==> config.mk <==
export PLATFORM = sky130hd
export DESIGN_NAME = matrix_determinant
export DESIGN_NICKNAME = d
export VERILOG_FILES = /design/src/mdet_pkg.sv /design/src/matrix_determinant.sv
export SDC_FILE = /design/constraint.sdc
export NUM_CORES = 2
export LEC_CHECK = 0
export BUFFER_PORTS_ARGS = -buffer_cell sky130_fd_sc_hd__buf_4
export CAP_MARGIN = 20
export CORE_ASPECT_RATIO = 0.5
export CORE_MARGIN = 2
export CORE_UTILIZATION = 50
export CTS_BUF_LIST = sky130_fd_sc_hd__clkbuf_4 sky130_fd_sc_hd__clkbuf_8
export DETAILED_ROUTE_END_ITERATION = 8
export PLACE_DENSITY = 0.67
export SLEW_MARGIN = 10
export SYNTH_ARGS = -nofsm -noshare
export SYNTH_HDL_FRONTEND = slang
export SYNTH_SLANG_ARGS = --single-unit
==> constraint.sdc <==
create_clock -name clk -period 6.8 [get_ports clk]
set_input_delay 0 -clock clk [delete_from_list [all_inputs] [get_ports clk]]
set_output_delay 0 -clock clk [all_outputs]
set_load 0.005 [all_outputs]
==> src/mdet_pkg.sv <==
package mdet_pkg;

	localparam int MAX_SIZE = 4;
	localparam int DEPTH = MAX_SIZE * MAX_SIZE;
	localparam int ADDR_W = $clog2(DEPTH);
	localparam int SIZE_W = 3;
	localparam int ELEM_W = 12;
	localparam int ACC_W = 80;
	localparam int OUT_W = 64;

endpackage

==> src/matrix_determinant.sv <==
// Exact determinant of an n x n signed 12-bit matrix, n = matrix_size (0 reads as 1,
// values above MAX_SIZE read as MAX_SIZE). Elements arrive one per start transaction
// in row-major order and are written into an element memory; busy stays low while
// loading. After the last element busy rises and the block evaluates the permutation
// expansion of the determinant. Each term is built factor by factor with one memory
// read per cycle. For each permutation the block issues one read per row, takes the
// last read data from the registered read port, and then adds the term into the
// running sum; busy stays high until the last term has been added. done is high
// for exactly one cycle, in the first cycle after busy falls, and the result is
// on det_value and saturated from that cycle. The receiver cannot stall it, so it
// must take the transaction in that cycle. Writing matrix_size while busy is low
// restarts loading; a write while busy is high is ignored. The result saturates to
// signed 64 bits and saturated flags it. The Laplace expansion with alternating signs
// equals the sum over permutations of sign * product, which is what is evaluated here.
module matrix_determinant (
	input  logic                               clk,
	input  logic                               arst_n,
	input  logic                               cfg_we,
	input  logic [mdet_pkg::SIZE_W-1:0]        cfg_wdata,
	input  logic                               start,
	output logic                               busy,
	input  logic signed [mdet_pkg::ELEM_W-1:0] element_value,
	output logic                               done,
	output logic signed [mdet_pkg::OUT_W-1:0]  det_value,
	output logic                               saturated
);

	localparam int AW = mdet_pkg::ADDR_W;
	localparam int CW = $clog2(mdet_pkg::MAX_SIZE);
	localparam int MAXN = mdet_pkg::MAX_SIZE;
	localparam int PW = mdet_pkg::ACC_W;
	localparam int SIZE_W_L = mdet_pkg::SIZE_W;
	localparam int OUT_L = mdet_pkg::OUT_W;
	// A product of up to MAX_SIZE elements always fits this width.
	localparam int PRW = mdet_pkg::ELEM_W * mdet_pkg::MAX_SIZE;

	localparam logic [1:0] ST_LOAD = 2'd0;
	localparam logic [1:0] ST_RUN  = 2'd1;
	localparam logic [1:0] ST_FIN  = 2'd2;

	logic signed [mdet_pkg::ELEM_W-1:0] mem [mdet_pkg::DEPTH];
	logic signed [mdet_pkg::ELEM_W-1:0] rd_q;
	logic [AW-1:0] rd_addr;

	logic [1:0]         state_q;
	logic [SIZE_W_L-1:0] size_q;
	logic [AW:0]        cnt_q;
	logic [CW:0]        n_eff;
	logic [AW:0]        last_idx;

	// Permutation held as a column per row; row counter walks the product.
	logic [CW-1:0]      perm_q [MAXN];
	logic               par_q;
	logic [CW:0]        row_q;
	logic               rdv_q;
	logic [CW:0]        mrow_q;
	logic signed [PRW-1:0] prod_q;
	logic signed [PW-1:0] acc_q;
	logic               last_perm_q;

	logic signed [PRW-1:0] mul_w;
	logic [CW-1:0]      nxt_perm [MAXN];
	logic               nxt_par;
	logic               is_last;

	always_comb begin
		if (size_q == '0) begin
			n_eff = (CW+1)'(1);
		end else if (int'(size_q) > MAXN) begin
			n_eff = (CW+1)'(MAXN);
		end else begin
			n_eff = (CW+1)'(size_q);
		end
		last_idx = (AW+1)'(n_eff) * (AW+1)'(n_eff) - (AW+1)'(1);
	end

	// Next permutation in lexicographic order over the first n_eff places; the
	// parity flips on each swap. Reversal of the suffix uses up to MAXN / 2 swaps.
	always_comb begin
		logic [CW:0] i, j;
		logic found;
		logic [CW-1:0] t;
		logic [CW:0] lo, hi;
		for (int k = 0; k < MAXN; k++) begin
			nxt_perm[k] = perm_q[k];
		end
		nxt_par = par_q;
		i = '0;
		j = '0;
		t = '0;
		lo = '0;
		hi = '0;
		found = 1'b0;
		for (int k = 0; k < MAXN - 1; k++) begin
			if ((k + 1) < int'(n_eff) && perm_q[k] < perm_q[k + 1]) begin
				i = (CW+1)'(k);
				found = 1'b1;
			end
		end
		is_last = !found;
		if (found) begin
			for (int k = 0; k < MAXN; k++) begin
				if (k < int'(n_eff) && k > int'(i) && perm_q[k] > perm_q[i[CW-1:0]]) begin
					j = (CW+1)'(k);
				end
			end
			t = nxt_perm[i[CW-1:0]];
			nxt_perm[i[CW-1:0]] = nxt_perm[j[CW-1:0]];
			nxt_perm[j[CW-1:0]] = t;
			nxt_par = ~nxt_par;
			lo = i + (CW+1)'(1);
			hi = n_eff - (CW+1)'(1);
			for (int k = 0; k < MAXN / 2; k++) begin
				if (lo < hi) begin
					t = nxt_perm[lo[CW-1:0]];
					nxt_perm[lo[CW-1:0]] = nxt_perm[hi[CW-1:0]];
					nxt_perm[hi[CW-1:0]] = t;
					nxt_par = ~nxt_par;
					lo = lo + (CW+1)'(1);
					hi = hi - (CW+1)'(1);
				end
			end
		end
	end

	always_comb begin
		if (state_q == ST_LOAD) begin
			rd_addr = cnt_q[AW-1:0];
		end else begin
			rd_addr = AW'((AW+1)'(row_q) * (AW+1)'(n_eff) + (AW+1)'(perm_q[row_q[CW-1:0]]));
		end
	end

	// Element memory: one write port, one registered read port.
	always_ff @(posedge clk) begin
		if (state_q == ST_LOAD && start) begin
			mem[cnt_q[AW-1:0]] <= element_value;
		end
		rd_q <= mem[rd_addr];
	end

	assign mul_w = prod_q * PRW'(rd_q);
	assign busy = (state_q != ST_LOAD);

	always_ff @(posedge clk or negedge arst_n) begin
		if (!arst_n) begin
			state_q <= ST_LOAD;
			size_q <= SIZE_W_L'(4);
			cnt_q <= '0;
			row_q <= '0;
			rdv_q <= 1'b0;
			mrow_q <= '0;
			done <= 1'b0;
			par_q <= 1'b0;
			last_perm_q <= 1'b0;
			for (int k = 0; k < MAXN; k++) begin
				perm_q[k] <= CW'(k);
			end
		end else begin
			done <= 1'b0;
			case (state_q)
				ST_LOAD: begin
					if (cfg_we) begin
						size_q <= cfg_wdata;
						cnt_q <= '0;
					end else if (start) begin
						if (cnt_q == last_idx) begin
							cnt_q <= '0;
							state_q <= ST_RUN;
							row_q <= '0;
							rdv_q <= 1'b0;
							par_q <= 1'b0;
							last_perm_q <= 1'b0;
							for (int k = 0; k < MAXN; k++) begin
								perm_q[k] <= CW'(k);
							end
						end else begin
							cnt_q <= cnt_q + (AW+1)'(1);
						end
					end
				end
				ST_RUN: begin
					// Issue reads row by row; read data is registered and arrives in the following cycle.
					if (row_q < n_eff) begin
						row_q <= row_q + (CW+1)'(1);
						rdv_q <= 1'b1;
						mrow_q <= row_q;
					end else begin
						rdv_q <= 1'b0;
					end
					if (rdv_q && mrow_q == n_eff - (CW+1)'(1)) begin
						// Product of this permutation is complete next cycle.
						last_perm_q <= is_last;
						for (int k = 0; k < MAXN; k++) begin
							perm_q[k] <= nxt_perm[k];
						end
						par_q <= nxt_par;
						row_q <= '0;
						state_q <= ST_FIN;
					end
				end
				ST_FIN: begin
					if (last_perm_q) begin
						done <= 1'b1;
						state_q <= ST_LOAD;
					end else begin
						state_q <= ST_RUN;
					end
				end
				default: begin
					state_q <= ST_LOAD;
				end
			endcase
		end
	end

	// Datapath: product of the current term and the running sum.
	logic par_term_q;
	always_ff @(posedge clk) begin
		if (state_q == ST_LOAD && start && cnt_q == last_idx) begin
			acc_q <= '0;
		end
		if (state_q == ST_RUN) begin
			if (rdv_q) begin
				if (mrow_q == '0) begin
					prod_q <= PRW'(rd_q);
				end else begin
					prod_q <= mul_w;
				end
				if (mrow_q == n_eff - (CW+1)'(1)) begin
					par_term_q <= par_q;
				end
			end
		end
		if (state_q == ST_FIN) begin
			if (par_term_q) begin
				acc_q <= acc_q - PW'(prod_q);
			end else begin
				acc_q <= acc_q + PW'(prod_q);
			end
		end
	end

	// Saturate the final sum; it settles in the cycle done is high.
	logic signed [PW-1:0] fin_w;
	assign fin_w = acc_q;
	always_comb begin
		if (fin_w[PW-1:OUT_L-1] == '0 || fin_w[PW-1:OUT_L-1] == '1) begin
			det_value = fin_w[OUT_L-1:0];
			saturated = 1'b0;
		end else begin
			det_value = fin_w[PW-1] ? {1'b1, {(OUT_L-1){1'b0}}} : {1'b0, {(OUT_L-1){1'b1}}};
			saturated = 1'b1;
		end
	end

endmodule
# After elaboration in Yosys (flattened, before gate mapping)
# Memory sizes are Yosys's and may differ from the RTL's. A register that Yosys moved wholly into a read port is not among the register bits.
# Cells that the tools add are included.
totals:
  ff_bits: 157
  mem_bits_rw: 192
  inputBits: 19
  output_inout_bits: 67
  word_cells: 220
  mem_count: 1
op_classes:
  addsub: 10
  multipliers: 3
  magnitude_cmp: 29
  eq_ne: 11
  n_mux: 103
  bitwise: 9
  n_reduce_logical: 38
mem_list:
  columns: ["name", "depth", "word_bits", "read_ports", "rd_clocked_by_memory_dff", "wr", "line_no", "text"]
  rows:
  - ["mem", 16, 12, 1, 1, 1, "matrix_determinant.sv:41", "logic signed [mdet_pkg::ELEM_W-1:0] mem [mdet_pkg::DEPTH];"]
ops:
  columns: ["cell", "n"]
  rows:
  - ["80-bit two-way mux", 3]
  - ["64-bit two-way mux", 2]
  - ["80-bit by 48-bit adder with 80-bit output", 1]
  - ["80-bit by 48-bit subtractor with 80-bit output", 1]
  - ["8-bit two-way mux", 8]
  - ["2-bit two-way mux", 27]
  - ["8-bit bitwise mux", 6]
  - ["48-bit by 12-bit multiplier with 48-bit output", 1]
  - ["48-bit two-way mux", 1]
  - ["3-bit two-way mux", 12]
  - ["2-bit binary-select mux with 2-bit select", 7]
  - ["2-bit demux with 2-bit select", 6]
  - ["3-bit >= comparator, second input constant", 7]
  - ["1-bit two-way mux", 21]
  - ["2-bit inverter with 3-bit output", 7]
  - ["1-bit logical AND", 18]
  - ["3-bit by 1-bit less-than comparator with 1-bit output, second input constant", 6]
  - ["17-bit == test, second input constant", 1]
  - ["17-bit zero test", 1]
  - ["8-bit one-hot mux with 2 select lines", 1]
  - ["5-bit two-way mux", 3]
  - ["5-bit AND reduction", 2]
  - ["3-bit by 1-bit adder with 3-bit output, second input constant", 3]
  - ["3-bit less-than comparator", 3]
  - ["other kinds (34)", 55]

# Longest topological paths before layout
logic_depth:
  ltp_word: 39
  ltp_mapped: 25
  ltp_nobuf: 22

# Worst setup path before layout
# Ideal clock, no wire load.
synth_timing:
  path_kind: "flip-flop to flip-flop"
  startpoint: "register rd_q[11] (netlist name) (read register of mem)"
  endpoint: "register prod_q[35] (data pin)"
  setup_ps: 256
  arrival_time_ps: 6017
  setup_slack_ps: 527
  stages_incl_launch_ff: 22
  synth_period_minus_slack_ps: 6273
  cell_sequence: "dfxtp_1 clkbuf_1 clkbuf_1 nor2b_1 fa_1 fa_1 fa_1 inv_1 fa_1 inv_1 fa_1 ha_1 o21ai_0 o21bai_1 a21oi_1 or3_1 a311oi_1 o41ai_2 o21bai_1 a21o_1 a211o_1 a31o_2"
synth_via:
  elab_chain_len: 2
synth_lines:
  columns: ["item", "line_no", "text"]
  rows:
  - ["start, declared", "matrix_determinant.sv:42", "logic signed [mdet_pkg::ELEM_W-1:0] rd_q;"]
  - ["48-bit by 12-bit multiplier with 48-bit output", "matrix_determinant.sv:142", "assign mul_w = prod_q * PRW'(rd_q);"]
  - ["48-bit two-way mux (*)", "matrix_determinant.sv:225", "if (mrow_q == '0) begin"]
  - ["end signal, assigned", "matrix_determinant.sv:226", "prod_q <= PRW'(rd_q);"]
  - ["end signal, assigned", "matrix_determinant.sv:228", "prod_q <= mul_w;"]
  - ["end, declared", "matrix_determinant.sv:57", "logic signed [PRW-1:0] prod_q;"]
# Every way passes the cells marked *; elsewhere a longest branch is shown, timed or not.
# A chain may end at the register's enable or synchronous reset.

# Final worst setup path
layout_timing:
  startpoint: "register prod_q[10]"
  endpoint: "register prod_q[40] (data pin)"
layout_via:
  elab_chain_len: 2
layout_lines:
  columns: ["item", "line_no"]
  rows:
  - ["48-bit by 12-bit multiplier with 48-bit output", "matrix_determinant.sv:142"]
  - ["48-bit two-way mux", "matrix_determinant.sv:225"]
# No other way between the ends.

==> flow_metrics.env <==
export IMPL_grt_pass1_vias=30000
export IMPL_max_slew_margin_pct=34.1
export IMPL_fmax_mhz=154
export IMPL_startpoint_type="flip-flop"
export IMPL_dr_pass1_iters=8
export IMPL_min_to="size_q[2]"
export IMPL_cts_tree="yes"
export IMPL_hold_violations=0
export IMPL_clockRootBuffer="clkbuf_8"
export IMPL_die_w_um=395
export IMPL_syn_nets=4604
export IMPL_yosys_warnings=0
export IMPL_netlist_area_sq_um=38300
export IMPL_die_area_sq_um=79000
export IMPL_critical_path_top_delay_family="adder cells"
export IMPL_route_detailed_drc=0
export IMPL_grt_max_degree=76
export IMPL_setup_viol=0
export IMPL_fp_row_count=71
export IMPL_routed_wl_um=104000
export IMPL_cts_setup_buffers=0
export IMPL_ant_nets=0
export IMPL_layout_worst_path_cycle_share_pct=95.6
export IMPL_critPathSlowestCell="edfxtp_1"
export IMPL_post_route_min_period_ns=6.50
export IMPL_cts_sinks=361
export IMPL_via_count=29600
export IMPL_port_buffer_count=85
export IMPL_avgViaCountPerCell=5.80
export IMPL_worstHoldStart="cfg_wdata[2]"
export IMPL_wire_per_inst_um=20.4
export IMPL_ys_seq_area_share_pct=27.6
export IMPL_grt_usage_pct=26.9
export IMPL_antenna_found_initial=5
export IMPL_drive_gt1_share_pct=11.0
export IMPL_reg2reg_depth=19
export IMPL_start_util_pct=50.7
export IMPL_crit_path_end_kind="flip-flop"
export IMPL_die_h_um=200
export IMPL_worst_setup_path_type="flip-flop to flip-flop"
export IMPL_synth_cell_types=105
export IMPL_synth_largest_area_cell="edfxtp_1"
export IMPL_reg2reg_to="prod_q[40]"
export IMPL_drv_cap=0
export IMPL_grt_pass1_wl_um=167000
export IMPL_place_gp_congestion=0.932
export IMPL_reg2reg_from="prod_q[10]"
export IMPL_clock_skew_ns=0.0535
export IMPL_area_growth_pct=9.53
export IMPL_fin_setup_tns_ns=0
export IMPL_rsz0062_at_grt="false"
export IMPL_dp_hpwl_um=77500
export IMPL_synth_edf_count=321
export IMPL_avgSynthCellArea_sq_um=9.66
export IMPL_io_pins=86
export IMPL_clkTransAtPathRegs_ns=0.07
export IMPL_cpPeakStageDelay_ns=0.60
export IMPL_worstHoldPathCells=4
export IMPL_path_max_fanout=13
export IMPL_synthCells=3967
export IMPL_async_flop_share_pct=7.76
export IMPL_clkLatencyLatePin_ns=0.72
export IMPL_gr_total_overflow=0
export IMPL_setup_reg_to_reg_worst_slack_ns=0.30
export IMPL_nets=4670
export IMPL_outcome="finished, final reports clean"
export IMPL_fill_cells=6660
export IMPL_yosys_top_cells_area="edfxtp_1 (25%), fa_1 (21%), ha_1 (7.0%)"
export IMPL_core_area_sq_um=75500
export IMPL_cts_made_buffers=56
export IMPL_cp_num_buf_inv=3
export IMPL_finalMaxSlewViolations=0
export IMPL_worstPathRequired_ns=7.27
export IMPL_hold_class="primary input to flip-flop"
export IMPL_htree_levels=2
export IMPL_crit_arrival_ns=6.97
export IMPL_cp_common_cell="fa_1"
export IMPL_clk_path_buf_depth=3
export IMPL_drtIter0Drc=2059
export IMPL_max_slew_worst_pin_slew_ns=0.989
export IMPL_ys_flop_type="edfxtp_1"
export IMPL_synth_seq_cells=361
export IMPL_worstSetupPathDepth=19
export IMPL_synth_top_area_share_pct=25.2
export IMPL_path_cells="and2_1, fa_1, inv_1, fa_1, fa_1, fa_1, fa_1, inv_1, ha_1, a22o_1, or4_1, o22a_1, nand4_1, a211oi_2, buf_4, o21ai_4, a211oi_1, or3_1, a31o_2"
state kept, by name, indices dropped and copies added, names as in the netlist, 2 cells and up:
register / cells
row_q: 3
state_q: 2
perm_q: 8
mrow_q: 3
mem: 192
acc_q: 80
rd_q: 12
prod_q: 48
cnt_q: 5
size_q: 3
how the worst max path moves through the flow:
stage / startpoint / end / slack [ns]
after global routing: prod_q[5] / prod_q[42] / 0.03
after CTS: rd_q[8] / prod_q[43] / 0.16
final: prod_q[10] / prod_q[40] / 0.30
after detailed placement: rd_q[8] / prod_q[43] / 0.15
after floorplan: rd_q[11] / prod_q[35] / 0.53
after global placement: rd_q[8] / prod_q[43] / 0.30
through the flow:
| step | setup WS (ns) | instances | hold WS (ns) | area [sq um] | utilization (%) |
|---|---|---|---|---|---|
| 2_1_floorplan | 0.527 | 3967 | -0.296 | 38300 | - |
| 3_3_place_gp | 0.296 | 4975 | -0.0440 | 40400 | 53.5 |
| 3_5_place_dp | 0.147 | 4975 | -0.0313 | 40400 | 53.5 |
| 4_1_cts | 0.164 | 5100 | 0.0432 | 41900 | 55.4 |
| 5_1_grt | 0.0253 | 5103 | 0.0901 | 42000 | 55.6 |
| 6_report | 0.298 | 5105 | 0.0993 | 42000 | 55.6 |
tightest hold or removal path, delay by kind of cell:
kind | cells | cell delay [ns]
AOI/OAI and AO/OA | 1 | 0.06
buffers and inverters | 2 | 0.64
and+or+nand+nor | 1 | 0.04
Yosys cell counts (11+ instances only):
cell      number
buf_1         12
mux2i_1       37
o21ai_1       12
buf_2         16
nand2b_1      41
a21o_1       130
or3_1         18
dfxtp_1       12
nand4_1       52
nor3_1        65
o21ai_0      117
dfrtp_1       23
nand3_1       48
o21a_1        33
a31oi_1       19
xnor2_1      125
nand2_1      465
clkbuf_1     199
a211oi_1      39
nor3b_1       11
nor4_1        19
a311oi_1      11
a21oi_1      213
nor2_1       213
xor2_1        40
edfxtp_1     321
fa_1         403
and3_1        15
mux4_2        50
nor2b_1       54
and2_1       180
o211ai_1      18
inv_1        506
o31ai_1       15
ha_1         215
o21bai_1      27
routing by layer:
metal	global-route usage, %	wire length, um	vias up
li1	-	-	13600
met1	36.1	44400	14900
met2	46.2	50700	911
met3	3.17	6030	180
met4	7.65	2880	2
met5	0	13	-
logic make-up after synthesis:
group,Yosys count,share of synthesized area [%]
AND/OR/NAND/NOR,1225,15.5
AO/OA/AOI/OAI,762,13.4
buffers and inverters,738,7.30
adder cells (fa/ha/maj),618,28.1
flip-flops,361,27.6
XOR/XNOR,165,3.77
multiplexers,97,4.26
other,1,0.00979
area by class of cell:
class                           count  area (sq um)  area share (%)
Antenna cell                        4          10.0          0.0239
Clock buffer                       66           846            2.02
Clock inverter                     38           375           0.895
Inverter                          509          1910            4.55
Multi-Input combinational cell   2868         25100            59.8
Sequential cell                   361         10600            25.2
Tap cell                         1022          1280            3.05
Timing Repair Buffer              237          1850            4.41
placed cells by master, fill, tap and decap left out, drive strengths merged, types with 12 or more instances in the layout:
master,n
dfxtp,12
nor3,68
o211ai,19
a21oi,216
o21ai,131
a21o,130
xor2,40
o21a,33
ha,215
a31oi,19
nand4,52
mux4,50
clkbuf,66
mux2i,39
clkinv,29
dlygate4sd3,20
a211oi,41
nor2,214
and3,15
nand3,48
o21bai,28
dfrtp,23
o31ai,16
nor2b,54
or3,18
fa,403
buf,217
edfxtp,321
nand2b,41
inv,509
and2,180
nand2,465
xnor2,125
nor4,21
or4,12
what timing repair did:
action | in CTS | in global routing
setup endpoints to repair | 0 | 16
hold buffers | 21 | 0
endpoints found under the hold margin | 243 | 0
gates resized for setup | 0 | 9
Power is not shown: default switching activity piles up to over one toggle a cycle in this logic, so the estimate is an artifact.
